--- config.mk ---
export PLATFORM = sky130hd
export DESIGN_NAME = band_level_peak_hold_meter_core
export DESIGN_NICKNAME = d
export VERILOG_FILES = /design/src/blphm_pkg.sv /design/src/band_level_peak_hold_meter_core.sv /design/src/blphm_update.sv
export VERILOG_INCLUDE_DIRS = /design/src /design/src/src
export SDC_FILE = /design/constraint.sdc
export NUM_CORES = 2
export LEC_CHECK = 0
export ABC_CLOCK_PERIOD_IN_PS = 12320
export BUFFER_PORTS_ARGS = -buffer_cell sky130_fd_sc_hd__buf_4
export CORE_ASPECT_RATIO = 0.9
export CORE_MARGIN = 2
export CORE_UTILIZATION = 60
export CTS_CLUSTER_SIZE = 20
export DETAILED_ROUTE_END_ITERATION = 10
export PLACE_DENSITY = 0.78
export RECOVER_POWER = 25
export SYNTH_ARGS = -nofsm -noshare
export SYNTH_HDL_FRONTEND = slang
export SYNTH_SLANG_ARGS = --single-unit
--- constraint.sdc ---
create_clock -name aclk -period 12.32 [get_ports aclk]
set_clock_uncertainty 0.1 [all_clocks]
set_input_delay 0.616 -clock aclk [delete_from_list [all_inputs] [get_ports aclk]]
set_output_delay 0.616 -clock aclk [all_outputs]
set_load 0.005 [all_outputs]
--- src/band_level_peak_hold_meter_core_defines.svh ---
// Assertion macros for the band level peak hold meter.
// Included by band_level_peak_hold_meter_core; no other dependencies.
`ifndef BAND_LEVEL_PEAK_HOLD_METER_CORE_DEFINES_SVH
`define BAND_LEVEL_PEAK_HOLD_METER_CORE_DEFINES_SVH

`ifndef SYNTH
`define BLPHM_ASSERT_IMP(label, clk, rstn, ante, cons) \
    label: assert property (@(posedge clk) disable iff (!rstn) (ante) |-> (cons)) \
        else $error("assertion failed");
`define BLPHM_ASSERT_NXT(label, clk, rstn, ante, cons) \
    label: assert property (@(posedge clk) disable iff (!rstn) (ante) |=> (cons)) \
        else $error("assertion failed");
`else
`define BLPHM_ASSERT_IMP(label, clk, rstn, ante, cons)
`define BLPHM_ASSERT_NXT(label, clk, rstn, ante, cons)
`endif

`endif

--- src/blphm_pkg.sv ---
// Package for the band level peak hold meter: sizes, register indexes,
// configuration and per-band state types. No dependencies.
package blphm_pkg;

    localparam int BAND_COUNT = 64;
    localparam int BAND_AW    = $clog2(BAND_COUNT);

    localparam logic [2:0] CFG_BAR_DECAY_ON      = 3'd0;
    localparam logic [2:0] CFG_BAR_FALL_STEP     = 3'd1;
    localparam logic [2:0] CFG_PEAK_DECAY_ON     = 3'd2;
    localparam logic [2:0] CFG_PEAK_FALL_STEP    = 3'd3;
    localparam logic [2:0] CFG_PEAK_HOLD_UPDATES = 3'd4;
    localparam logic [2:0] CFG_INVERTED          = 3'd5;

    typedef struct packed {
        logic        bar_decay_on;
        logic [14:0] bar_fall_step;
        logic        peak_decay_on;
        logic [14:0] peak_fall_step;
        logic [7:0]  peak_hold_updates;
        logic        inverted;
    } cfg_t;

    typedef struct packed {
        logic signed [15:0] bar;
        logic signed [15:0] peak;
        logic [7:0]         hold;
    } ent_t;

endpackage

--- src/band_level_peak_hold_meter_core.sv ---
// Top level of the band level peak hold meter: config registers, band state
// memory with read-modify-write pipeline, output register. Uses blphm_pkg,
// blphm_update and band_level_peak_hold_meter_core_defines.svh.
//
// Usage:
//   Input channel s_valid/s_ready carries s_band_index and s_band_value.
//   Result channel m_valid/m_ready carries m_out_band, m_bar_level and
//   m_peak_level, one result per input transfer, in input order.
//   The synchronous read of the band state memory is issued at the transfer
//   edge; the update stage then computes the new state, writing it back and
//   loading the output register whenever the output register can advance.
//   Throughput is one item per cycle unless the receiver stalls; the single
//   memory read port and the one-entry update stage set that figure. The same
//   band in consecutive items is served by forwarding the freshly written state.
//   When the receiver stalls, the output register and the update stage hold
//   and s_ready drops once both are full; nothing is lost.
//   Reset (aresetn low, synchronous) empties the pipeline, restores the
//   register defaults and clears a valid bit per band, so every band reads
//   as zero at once; no clearing pass is needed.
//   Registers must be written via cfg_we/cfg_addr/cfg_wdata while idle; the block does not check.
`include "band_level_peak_hold_meter_core_defines.svh"

module band_level_peak_hold_meter_core (
    input  logic               aclk,
    input  logic               aresetn,
    input  logic               cfg_we,
    input  logic [2:0]         cfg_addr,
    input  logic [14:0]        cfg_wdata,
    input  logic               s_valid,
    output logic               s_ready,
    input  logic [5:0]         s_band_index,
    input  logic signed [15:0] s_band_value,
    output logic               m_valid,
    input  logic               m_ready,
    output logic [5:0]         m_out_band,
    output logic signed [15:0] m_bar_level,
    output logic signed [15:0] m_peak_level
);

    blphm_pkg::cfg_t cfg_reg;

    blphm_pkg::ent_t mem [blphm_pkg::BAND_COUNT];
    logic [blphm_pkg::BAND_COUNT-1:0] vld_reg;

    logic                     p1_valid_reg;
    logic [5:0]               p1_band_reg;
    logic signed [15:0]       p1_value_reg;
    blphm_pkg::ent_t          rd_data_reg;
    logic                     rd_vld_reg;
    blphm_pkg::ent_t          fwd_data_reg;
    logic                     fwd_sel_reg;

    logic                     out_valid_reg;
    logic [5:0]               out_band_reg;
    logic signed [15:0]       out_bar_reg;
    logic signed [15:0]       out_peak_reg;

    logic                     s_xfer;
    logic                     advance;
    logic                     p1_in_range;
    logic                     mem_we;
    logic                     fwd_next;
    blphm_pkg::ent_t          old_ent;
    blphm_pkg::ent_t          new_ent;

    // configuration
    always_ff @(posedge aclk) begin
        if (!aresetn) begin
            cfg_reg.bar_decay_on      <= 1'b0;
            cfg_reg.bar_fall_step     <= 15'd1;
            cfg_reg.peak_decay_on     <= 1'b0;
            cfg_reg.peak_fall_step    <= 15'd1;
            cfg_reg.peak_hold_updates <= 8'd10;
            cfg_reg.inverted          <= 1'b0;
        end else if (cfg_we) begin
            unique case (cfg_addr)
                blphm_pkg::CFG_BAR_DECAY_ON:      cfg_reg.bar_decay_on <= cfg_wdata[0];
                blphm_pkg::CFG_BAR_FALL_STEP:     cfg_reg.bar_fall_step <= cfg_wdata;
                blphm_pkg::CFG_PEAK_DECAY_ON:     cfg_reg.peak_decay_on <= cfg_wdata[0];
                blphm_pkg::CFG_PEAK_FALL_STEP:    cfg_reg.peak_fall_step <= cfg_wdata;
                blphm_pkg::CFG_PEAK_HOLD_UPDATES: cfg_reg.peak_hold_updates <= cfg_wdata[7:0];
                blphm_pkg::CFG_INVERTED:          cfg_reg.inverted <= cfg_wdata[0];
                default: ;
            endcase
        end
    end

    assign advance  = !out_valid_reg || m_ready;
    assign s_ready  = !p1_valid_reg || advance;
    assign s_xfer   = s_valid && s_ready;

    assign p1_in_range = {1'b0, p1_band_reg} < 7'(blphm_pkg::BAND_COUNT);
    assign mem_we      = p1_valid_reg && advance && p1_in_range;
    // next item hits the band being written this edge: memory read is stale
    assign fwd_next    = mem_we && (s_band_index == p1_band_reg);

    assign old_ent = fwd_sel_reg ? fwd_data_reg :
                     (rd_vld_reg ? rd_data_reg : '0);

    blphm_update u_update (
        .cfg     (cfg_reg),
        .old_ent (old_ent),
        .value   (p1_value_reg),
        .new_ent (new_ent)
    );

    // band state memory, one read and one write port
    always_ff @(posedge aclk) begin
        if (mem_we) begin
            mem[p1_band_reg[blphm_pkg::BAND_AW-1:0]] <= new_ent;
        end
        if (s_xfer) begin
            rd_data_reg <= mem[s_band_index[blphm_pkg::BAND_AW-1:0]];
        end
    end

    always_ff @(posedge aclk) begin
        if (!aresetn) begin
            vld_reg <= '0;
        end else if (mem_we) begin
            vld_reg[p1_band_reg[blphm_pkg::BAND_AW-1:0]] <= 1'b1;
        end
    end

    // update stage
    always_ff @(posedge aclk) begin
        if (!aresetn) begin
            p1_valid_reg <= 1'b0;
            fwd_sel_reg  <= 1'b0;
        end else if (s_xfer) begin
            p1_valid_reg <= 1'b1;
            fwd_sel_reg  <= fwd_next;
        end else if (advance) begin
            p1_valid_reg <= 1'b0;
        end
    end

    always_ff @(posedge aclk) begin
        if (s_xfer) begin
            p1_band_reg  <= s_band_index;
            p1_value_reg <= s_band_value;
            rd_vld_reg   <= vld_reg[s_band_index[blphm_pkg::BAND_AW-1:0]];
            fwd_data_reg <= new_ent;
        end
    end

    // output register
    always_ff @(posedge aclk) begin
        if (!aresetn) begin
            out_valid_reg <= 1'b0;
        end else if (advance) begin
            out_valid_reg <= p1_valid_reg;
        end
    end

    always_ff @(posedge aclk) begin
        if (advance && p1_valid_reg) begin
            out_band_reg <= p1_band_reg;
            out_bar_reg  <= p1_in_range ? new_ent.bar : 16'sd0;
            out_peak_reg <= p1_in_range ? new_ent.peak : 16'sd0;
        end
    end

    assign m_valid      = out_valid_reg;
    assign m_out_band   = out_band_reg;
    assign m_bar_level  = out_bar_reg;
    assign m_peak_level = out_peak_reg;

    `BLPHM_ASSERT_IMP(a_no_accept_on_stall, aclk, aresetn, p1_valid_reg && !advance, !s_ready)
    `BLPHM_ASSERT_IMP(a_fwd_same_band, aclk, aresetn, p1_valid_reg && fwd_sel_reg, p1_band_reg == $past(p1_band_reg))
    `BLPHM_ASSERT_NXT(a_write_feeds_output, aclk, aresetn, mem_we, out_valid_reg)

endmodule

--- src/blphm_update.sv ---
// Per-band update of bar, peak marker and hold counter for one value.
// Depends on blphm_pkg (cfg_t, ent_t).
module blphm_update (
    input  blphm_pkg::cfg_t     cfg,
    input  blphm_pkg::ent_t     old_ent,
    input  logic signed [15:0]  value,
    output blphm_pkg::ent_t     new_ent
);

    logic signed [17:0] val_x;
    logic signed [17:0] bar_x;
    logic signed [17:0] peak_x;
    logic signed [17:0] bstep_x;
    logic signed [17:0] pstep_x;
    logic signed [17:0] bar_dn;
    logic signed [17:0] bar_up;
    logic signed [17:0] peak_dn;
    logic [7:0]         hold_dec;

    assign val_x   = {{2{value[15]}}, value};
    assign bar_x   = {{2{old_ent.bar[15]}}, old_ent.bar};
    assign peak_x  = {{2{old_ent.peak[15]}}, old_ent.peak};
    assign bstep_x = {3'b000, cfg.bar_fall_step};
    assign pstep_x = {3'b000, cfg.peak_fall_step};
    assign bar_dn  = bar_x - bstep_x;
    assign bar_up  = bar_x + bstep_x;
    assign peak_dn = peak_x - pstep_x;
    assign hold_dec = (old_ent.hold == 8'd0) ? 8'd0 : old_ent.hold - 8'd1;

    always_comb begin
        // bar
        if (!cfg.bar_decay_on) begin
            new_ent.bar = value;
        end else if (cfg.inverted) begin
            if (val_x >= bar_up) begin
                new_ent.bar = (bar_up > 18'sd0) ? 16'sd0 : bar_up[15:0];
            end else begin
                new_ent.bar = value;
            end
        end else begin
            if (val_x <= bar_dn) begin
                new_ent.bar = bar_dn[17] ? 16'sd0 : bar_dn[15:0];
            end else begin
                new_ent.bar = value;
            end
        end

        // peak and hold; hold counts down before the compare
        if (!cfg.peak_decay_on) begin
            new_ent.peak = value;
            new_ent.hold = old_ent.hold;
        end else if (val_x > peak_x) begin
            new_ent.peak = value;
            new_ent.hold = cfg.peak_hold_updates;
        end else begin
            new_ent.hold = hold_dec;
            if (hold_dec == 8'd0) begin
                new_ent.peak = peak_dn[17] ? 16'sd0 : peak_dn[15:0];
            end else begin
                new_ent.peak = old_ent.peak;
            end
        end
    end

endmodule
== Word-level counts from Yosys, hierarchy flattened ==
Memories as Yosys holds them, arrays and structs flattened. A register that Yosys moved wholly into a read port is not among the register bits.
Cells that the tools add are included.

* Bits in registers: 209
* RAM bits: 2560
* Bits of input ports: 45
* Logic and storage cells: 77
* Memories: 1

* Add/sub/neg operators: 4
* Order comparisons: 7
* Equality and inequality tests: 6
* Muxes and demuxes: 21
* Bitwise gates (word level): 1
* Reduce and logical (&&, ||, !) cells: 18

{| class="wikitable"
|+ Memory list
! memory !! depth !! width !! read ports !! clocked after memory_dff !! wr ports !! line !! source
|-
| mem || 64 || 40 || 1 || 1 || 1 || band_level_peak_hold_meter_core.sv:42 || <nowiki>blphm_pkg::ent_t mem [blphm_pkg::BAND_COUNT];</nowiki>
|}

{| class="wikitable"
|+ Operator list
! kind !! count
|-
| 16-bit two-way mux || 8
|-
| 40-bit two-way mux || 2
|-
| 64-bit OR || 1
|-
| 24-bit two-way mux || 2
|-
| 16-bit by 16-bit subtractor with 17-bit output || 2
|-
| 16-bit by 16-bit adder with 17-bit output || 1
|-
| 16-bit by 17-bit greater-or-equal comparator with 1-bit output || 1
|-
| 17-bit by 1-bit greater-than comparator with 1-bit output, second input constant || 1
|-
| 16-bit by 17-bit less-or-equal comparator with 1-bit output || 1
|-
| 16-bit greater-than comparator || 1
|-
| 8-bit zero test || 2
|-
| 6-bit by 7-bit less-than comparator with 1-bit output, second input constant || 2
|-
| 2-bit AND reduction || 6
|-
| 8-bit two-way mux || 1
|-
| 8-bit by 1-bit subtractor with 8-bit output, second input constant || 1
|-
| 1-bit binary-select mux with 6-bit select || 1
|-
| 1-bit demux with 6-bit select || 1
|-
| 3-bit by 2-bit == test with 1-bit output, second input constant || 2
|-
| 3-bit == test, second input constant || 2
|-
| 6-bit == test || 1
|-
| 6-bit by 1-bit greater-or-equal comparator with 1-bit output, second input constant || 1
|-
| 1-bit two-way mux || 6
|-
| 1-bit logical AND || 4
|-
| 3-bit by 1-bit == test with 1-bit output, second input constant || 1
|-
| other kinds (4) || 6
|}

== Depth between registers and ports, before layout ==
* Depth after elaboration: 8
* Gate-level depth with buffers: 29
* Gate-level depth less buffers: 23

== Modules after synthesis ==
Synthesis repeated with hierarchy kept, for this count alone.

* Cell total of the unflattened synthesis: 5459
* Area, all modules: 111074.0 µm²

{| class="wikitable"
|+ By module, submodules not included
! module !! instances !! cells each !! area each (µm²)
|-
| band_level_peak_hold_meter_core || 1 || 4746 || 106139.3
|-
| blphm_update || 1 || 713 || 4934.7
|}

== Worst setup path after synthesis ==
Ideal clock, no wire load.

* Path kind: register to register
* From: register fwd_sel_reg
* To: register fwd_data_reg[38] (netlist name), data pin
* Arrival time: 7.811 ns
* Path slack: 3.672 ns
* Cell stages (with the launch flop): 27
* Period minus slack after synthesis: 8.648 ns
* Cells stage by stage: dfxtp_1 > clkbuf_1 > clkbuf_1 > clkbuf_1 > buf_1 > o21ai_0 > ha_1 > buf_2 > o21ai_0 > a21oi_1 > nor4_1 > o311ai_0 > a31oi_1 > o21bai_1 > a21oi_1 > o21bai_1 > xnor2_1 > ha_1 > nand4_1 > nor4_1 > nor4b_1 > a31oi_1 > and3_1 > clkbuf_1 > nor2_1 > o21a_1 > a211oi_1

{| class="wikitable"
|+ RTL lines
! what !! line !! source
|-
| from (decl) || band_level_peak_hold_meter_core.sv:51 || <nowiki>logic fwd_sel_reg;</nowiki>
|-
| from (signal assigned) || band_level_peak_hold_meter_core.sv:132 || <nowiki>fwd_sel_reg <= fwd_next;</nowiki>
|-
| to (signal assigned) || band_level_peak_hold_meter_core.sv:143 || <nowiki>fwd_data_reg <= new_ent;</nowiki>
|-
| to (decl) || band_level_peak_hold_meter_core.sv:50 || <nowiki>blphm_pkg::ent_t fwd_data_reg;</nowiki>
|}

== Worst setup path after layout ==
* From: register out_valid_reg (netlist: m_valid)
* To: memory mem[17][6] (netlist name), enable pin

* Cells in the longest elaborated chain, start to end: 5

{| class="wikitable"
|+ RTL lines
! what !! line !! source
|-
| from (decl) || band_level_peak_hold_meter_core.sv:53 || <nowiki>logic out_valid_reg;</nowiki>
|-
| from (signal assigned) || band_level_peak_hold_meter_core.sv:152 || <nowiki>out_valid_reg <= p1_valid_reg;</nowiki>
|-
| 1-bit zero test || band_level_peak_hold_meter_core.sv:88 || <nowiki>assign advance = !out_valid_reg || m_ready;</nowiki>
|-
| 1-bit logical OR || band_level_peak_hold_meter_core.sv:88 ||
|-
| 1-bit logical AND || band_level_peak_hold_meter_core.sv:93 || <nowiki>assign mem_we = p1_valid_reg && advance && p1_in_range;</nowiki>
|-
| 1-bit two-way mux || band_level_peak_hold_meter_core.sv:109 || <nowiki>if (mem_we) begin</nowiki>
|-
| 1-bit two-way mux (implied by the code) || band_level_peak_hold_meter_core.sv:110 || <nowiki>mem[p1_band_reg[blphm_pkg::BAND_AW-1:0]] <= new_ent;</nowiki>
|-
| to (decl) || band_level_peak_hold_meter_core.sv:42 ||
|}

No other way between the ends.

==> flow_metrics.env <==
export IMPL_port_buffers=84
export IMPL_synth_edf_count=2701
export IMPL_crit_path_end_kind="register"
export IMPL_maxCapViolCount=60
export IMPL_wl_mm=318
export IMPL_layout_nets=5396
export IMPL_synth_cell_types=80
export IMPL_p_per_area_nw_per_um2=164
export IMPL_finalHoldViolCount=0
export IMPL_coreArea_um2=183000
export IMPL_nFillCells=10700
export IMPL_ctsResizeCount=0
export IMPL_cts_tree="built"
export IMPL_gp_congestion=0.891
export IMPL_synth_avg_cell_area_um2=22.3
export IMPL_synth_nets=5101
export IMPL_largest_reg_flops=2560
export IMPL_std_cell_rows=149
export IMPL_pwr_share_comb=0.064
export IMPL_cts_max_level=5
export IMPL_cts_num_sinks=2809
export IMPL_failed_checks="capacitance limit, slew limit"
export IMPL_critical_path_peak_fanout=41
export IMPL_die_w_um=456
export IMPL_hpwl_mm=151
export IMPL_grt_pass1_vias=57800
export IMPL_gr_usage_all_layers=0.343
export IMPL_synth_area_um2=110000
export IMPL_p_int_mw=15.9
export IMPL_start_util=0.603
export IMPL_antenna_found_initial=26
export IMPL_clock_path_buffers=4
export IMPL_seqPwrFrac=0.524
export IMPL_clk_latency_ps=940
export IMPL_whs_ps=67.7
export IMPL_overflow=0
export IMPL_cp_arrival_ps=10660
export IMPL_vias=57300
export IMPL_first_pass_iters=7
export IMPL_yosys_warnings=0
export IMPL_die_area_um2=187000
export IMPL_drc=0
export IMPL_clkTransAtPathRegs_ps=60
export IMPL_vias_per_cell=7.28
export IMPL_fmax_mhz=96.3
export IMPL_yosys_most_used_dff="edfxtp_1"
export IMPL_ys_seq_area_frac=0.754
export IMPL_cts_setup_buffers=0
export IMPL_period_needed_ps=10380
export IMPL_tightest_slew_ps=7560
export IMPL_synthToLayoutAreaGrowth_pct=12.2
export IMPL_path_class="register to register"
export IMPL_switching_share=0.219
export IMPL_drive_gt1_frac=0.273
export IMPL_p_leak_nw=39.0
export IMPL_setup_viol=0
export IMPL_io_pins=85
export IMPL_post_route_period_util=0.843
export IMPL_grt_max_degree=138
export IMPL_peakVddDrop_uv=126
export IMPL_cts_root_buf="clkbuf_16"
export IMPL_pwr_share_clk=0.412
export IMPL_startpoint_type="register"
export IMPL_synth_cells=4956
export IMPL_grt_first_pass_wirelength_mm=445
export IMPL_required_ps=12600
export IMPL_p_switching_mw=4.46
export IMPL_synth_seq_cells=2809
export IMPL_cts_inserted_buffers=289
export IMPL_status="finished, violations left"
export IMPL_die_h_um=411
export IMPL_first_iter_violations=9962
export IMPL_finalMaxSlewViolations=2201
export IMPL_drt_antenna_violating_nets=0
export IMPL_async_reset_ff_frac=0
export IMPL_slew_headroom=-4.04
export IMPL_wire_per_inst_um=40.3
export IMPL_fin_setup_tns_ps=0
export IMPL_rsz0062_at_grt="false"
export IMPL_hold_class="input pin to register"
[metrics by stage]
stage	cells	power (mW)	setup WS, ps	cell area (um^2)	util
finish	7875	20.4	1940	124000	0.676
floorplan	4956	11.6	3670	110000	-
global placement	7341	12.1	5150	115000	0.628
detailed placement	7341	12.1	4980	115000	0.628
CTS	7864	20.4	4930	124000	0.678
global route	7867	20.8	2310	124000	0.676
[layout by cell type, fill, tap and decap left out, types with 34 or more instances in the layout]
| master | count |
|---|---|
| nor2_4 | 50 |
| buf_4 | 108 |
| inv_1 | 73 |
| clkbuf_1 | 141 |
| mux4_2 | 857 |
| a21oi_1 | 47 |
| nor2_1 | 76 |
| dfxtp_1 | 107 |
| clkbuf_16 | 296 |
| nand2_1 | 134 |
| clkbuf_4 | 44 |
| a21boi_0 | 35 |
| o21ai_0 | 38 |
| clkinv_1 | 50 |
| nand3_1 | 34 |
| edfxtp_1 | 2701 |
| dlygate4sd3_1 | 34 |
| ha_1 | 97 |
| o21a_1 | 79 |
[final timing paths]
check	startpoint	end	slack [ps]	cells past startpoint
worst max-delay path	m_valid	mem[17][6]	1940	6
worst max register to register	m_valid	mem[17][6]	1940	6
worst min-delay path	cfg_we	cfg_reg[0]	70	4
worst min register to register	vld_reg[9]	vld_reg[9]	360	1
[worst max-delay path, cell delays in order, from the launching register on]
cell      delay (ps)
dfxtp_1          310
nor2b_1          160
nor2b_1         1030
clkbuf_1        2740
nand3_1         1760
nor2_4           360
clkbuf_1        3300
[power groups by stage]
stage	Clock [mW]	Combinational, mW	Sequential (mW)
after floorplan	0	0.781	10.9
after global placement	0	1.21	10.9
after detailed placement	0	1.24	10.9
after CTS	8.44	1.27	10.7
after global routing	8.74	1.37	10.7
final	8.40	1.30	10.7
[logic make-up (layout without fill, tap and decap cells)]
kind of cell,after synthesis,count (layout),share of synthesized area
compound gates,381,381,0.0244
xor+xnor,37,37,0.00293
mux,874,874,0.176
fa+ha+maj,101,101,0.0116
buf+inv,325,818,0.0119
other cells,0,10,0
flops,2809,2809,0.754
simple gates,429,429,0.0186
[final cells by class]
type,count,area [um^2],area share
sequential,2809,83300,0.672
multi-input combinational,1822,26600,0.215
clock inverter,105,947,0.00765
timing repair buffer,255,1890,0.0152
inverter,74,278,0.00224
antenna,10,25.0,0.000202
tap,2416,3020,0.0244
clock buffer,384,7800,0.0630
[Yosys cell counts (all sizes together), types with 18 or more instances]
cell type | n | area (um^2)
a21boi | 35 | 263
a21oi | 50 | 250
a22oi | 33 | 248
buf | 86 | 418
clkbuf | 165 | 619
dfxtp | 108 | 2160
edfxtp | 2701 | 81100
ha | 97 | 1210
inv | 74 | 278
mux4 | 857 | 19300
nand2 | 136 | 513
nand3 | 34 | 170
nor2 | 126 | 473
nor2b | 22 | 138
nor3 | 19 | 95.1
o211ai | 18 | 135
o21a | 79 | 593
o21ai | 54 | 274
xnor2 | 26 | 228
[layer usage]
layer	track usage	up-vias	wire (um)
met5	0	-	127
met4	0.135	20	15100
met3	0.0921	989	42900
met2	0.540	4890	151000
met1	0.466	29800	108000
li1	-	21600	-
[repair_timing]
| item | in CTS | in global routing |
|---|---|---|
| setup endpoints to repair | 0 | 0 |
| hold buffers | 34 | 0 |
| endpoints found under the hold margin | 57 | 0 |
(Power assumes the default switching activity.)
